## config.mk

```make
export PLATFORM = sky130hd
export DESIGN_NAME = mi2_div_step
export DESIGN_NICKNAME = d
export VERILOG_FILES = /design/src/mi2_pkg.sv /design/src/mi2_div_step.sv
export SDC_FILE = /design/constraint.sdc
export NUM_CORES = 1
export LEC_CHECK = 0
export BUFFER_PORTS_ARGS = -buffer_cell sky130_fd_sc_hd__buf_4
export CAP_MARGIN = 0
export CORE_MARGIN = 2
export CORE_UTILIZATION = 40
export DETAILED_ROUTE_END_ITERATION = 10
export HOLD_SLACK_MARGIN = 0.15
export PLACE_DENSITY_LB_ADDON = 0.08
export SLEW_MARGIN = 20
export SYNTH_ARGS = -nofsm -noshare
export SYNTH_HDL_FRONTEND = slang
export SYNTH_SLANG_ARGS = --single-unit
```

## constraint.sdc

```tcl
create_clock -name clk -period 9.05 [get_ports clk]
set_clock_uncertainty 0.15 [all_clocks]
set_input_delay 1.81 -clock clk [delete_from_list [all_inputs] [get_ports clk]]
set_output_delay 1.81 -clock clk [all_outputs]
set_load 0.01 [all_outputs]
```

## src/mi2_pkg.sv

```systemverilog
// shared types and constants of the 2x2 matrix inverse pipeline
// no dependencies
package mi2_pkg;

	localparam int FRAC_BITS_DEF = 16;
	localparam int NLANE = 4;
	localparam int QW = 32;
	localparam int DW = 64;
	// running remainder: below den * 2^32 with den under 2^63
	localparam int RW = 96;

	typedef struct packed {
		logic [RW-1:0] r;
		logic [QW-1:0] q;
	} lane_t;

	typedef struct packed {
		logic signed [DW-1:0] det;
		logic [DW-1:0] den;
		logic sing;
		logic ssat;
		logic [NLANE-1:0] neg;
		logic [NLANE-1:0] ovf;
		logic [NLANE-1:0][QW-1:0] sr;
	} side_t;

	typedef struct packed {
		side_t side;
		logic [NLANE-1:0][QW-1:0] num;
	} front_t;

endpackage

```

## src/mi2_div_step.sv

```systemverilog
// one restoring division step of one lane, registered
// depends on mi2_pkg
module mi2_div_step #(
	parameter int BIT = 31
) (
	input  logic clk,
	input  logic en,
	input  logic [mi2_pkg::DW-1:0] den,
	input  mi2_pkg::lane_t lane_in,
	output mi2_pkg::lane_t lane_next
);
	import mi2_pkg::*;

	logic [RW-1:0] trial;
	logic ge;
	lane_t nxt;
	lane_t lane_s;

	always_comb begin
		trial = RW'(den) << BIT;
		ge = (lane_in.r >= trial);
		nxt.r = ge ? (lane_in.r - trial) : lane_in.r;
		nxt.q = lane_in.q;
		nxt.q[BIT] = ge;
	end

	always_ff @(posedge clk) begin
		if (en) begin
			lane_s <= nxt;
		end
	end

	assign lane_next = lane_s;

endmodule

```

==> run metrics <==
TNS Setup=0 ps; Worst Setup Start Kind=primary input; mapped cell area=0.00895 mm²; Avg Cell Area, Syn=approximately 9.5 µm²; Initial Utilization=0.409; Synth area leaders=edfxtp_1, ha_1, a21oi_1, nor2_1, inv_1; fin. max-slew vios=0; CP Class=in2reg; ratio of cells with drive above 1 in the final layout=0.303; static leakage=approximately 5.5 nW; post-synth top area share=0.430; RSZ-0062 raised after global routing=no; largest net degree at the start of global routing=75; ys async rst share=0; synthesis-stage register bit count=128; ant diodes=0; crit-path max FO=65; WP data required=9060 ps; Final Critical Period=5520 ps; Core Region=roughly 0.022 mm²; total number of vias=8132; Seq/Total Area, Yosys=0.430; grt ovf=0; Layout Area Growth over Synthesis=35.5%; nets=approximately 1500; count of input and output buffers=320; GP Congestion=between 0.9 and 1; initial antenna violation count=0; DRT iter0 DRCs=475; Final Setup Violations=0; clk buf depth=2; outcome=completed; max reg flops=around 130; post-CTS setup buffers=0; Die ar.=0.0236 mm²; Layout Utilization=0.554; CTS tree=built; synth warn=0; number of max-cap violations=0; total CTS buffers=17; Root Buffer=clkbuf_16; Syn Inst Count=944; site row count=54; Hold WC Path Type=in2reg; Overall Power=2.09 mW; via/cell ratio=5.27; VDD IR max=0.118 mV; final worst-path cycle share=0.610; WL/cell=17.7 µm; slew of the pin with the lowest slew margin=998 ps; Post-synth EDFFs=128; synth unique cells=70; Fin. Hold Viols=0; die height=154 µm; PD cells=approximately 170 mW/mm²; dpl hpwl=21.7 mm; Setup crit end kind=flop; DRC violation count after routing=0; post-synth top area cell=edfxtp_1; IO Pins=322; level count of the clock H-tree=4; ys flop type=edfxtp_1; die width=154 µm; first-pass GRT wire length=between 40 and 50 mm; worst path arrival time=~5500 ps; Global Route Usage Sum=0.222; syn nets=1203; vias in the first global route=7935; DR pass1 iterations=5; final WL=27.4 mm; CTS clk-pin slew, worst paths=70 ps; # clock sinks=128; Slew headroom=0.335; max frequency=181 MHz; post-cts resize count=0; number of hold buffers added after CTS=0; antenna-violating nets left=0; # fillers=2055
[layout by cell type (no fill, tap or decap), types with 17 or more instances in the layout]
cell type,n
o21ai_0,40
nand4_1,24
xor2_1,30
buf_4,323
a21o_1,41
a21oi_1,125
clkbuf_16,17
nand2_1,66
inv_1,83
nor2_1,106
ha_1,64
xnor2_1,27
edfxtp_1,128
[cell type report]
cell class	instances	area, µm²	share of cell area
Timing Repair Buffer	323	2420	0.200
Tap cell	280	350	0.0289
Sequential cell	128	3840	0.317
Multi-Input combinational cell	696	4590	0.378
Inverter	83	312	0.0257
Clock inverter	15	185	0.0153
Clock buffer	17	425	0.0351
[through the flow]
step,cell area [µm²],hold slack [ps],worst slack [ps],instances
2_1_floorplan,8950,1760,4470,944
3_3_place_gp,11500,1840,3090,1510
3_5_place_dp,11500,1840,3080,1510
4_1_cts,12100,1390,3500,1542
5_1_grt,12100,1390,3270,1542
6_report,12100,1410,3530,1542
[path summary, 6_finish.rpt]
check,startpoint,to,cells after the start
max,lane_in[94],lane_next[67]$_DFFE_PP_,11
min,lane_in[20],lane_next[20]$_DFFE_PP_,1
[cell families (layout without fill, tap and decap cells)]
group | Yosys count | count (layout) | synth area share
compound gates | 295 | 295 | 0.207
fa+ha+maj | 65 | 65 | 0.0917
mux | 15 | 15 | 0.0186
flops | 128 | 128 | 0.430
simple gates | 264 | 264 | 0.139
xor+xnor | 57 | 57 | 0.0558
buf+inv | 120 | 438 | 0.0580
[power by group]
group	leakage, nW	internal [mW]	total [mW]	switching (mW)
registers	1.25	0.744	0.765	0.0207
logic	3.94	0.286	0.608	0.321
clock network	0.301	0.399	0.718	0.319
[cell usage after synthesis (10+ instances only)]
| cell | count |
|---|---|
| inv_1 | 83 |
| o21ai_0 | 40 |
| buf_2 | 10 |
| and3_1 | 10 |
| xor2_1 | 30 |
| ha_1 | 64 |
| nand4_1 | 24 |
| nand2_1 | 66 |
| a21oi_1 | 125 |
| nor4_1 | 11 |
| xnor2_1 | 27 |
| o21bai_1 | 12 |
| edfxtp_1 | 128 |
| o21a_1 | 11 |
| nor2_1 | 106 |
| mux2_2 | 12 |
| a21o_1 | 41 |
| clkbuf_1 | 14 |
[worst max-delay path, cell delays in order]
cell      delay, ps
buf_4           120
ha_1            440
nand4_1         260
or4_4           580
nor4_2          420
nand2b_1        100
o211ai_1        110
o21bai_2        220
a211o_4         620
buf_4           460
mux2_2          380
[per-layer routing]
metal | up-vias | global-route usage | wire (µm)
met3 | 30 | 0.0403 | 1570
met4 | 0 | 0.0651 | 495
met2 | 267 | 0.383 | 13400
met5 | - | 0 | 0
met1 | 3758 | 0.284 | 11900
li1 | 4077 | - | -
(Power assumes the default switching activity.)
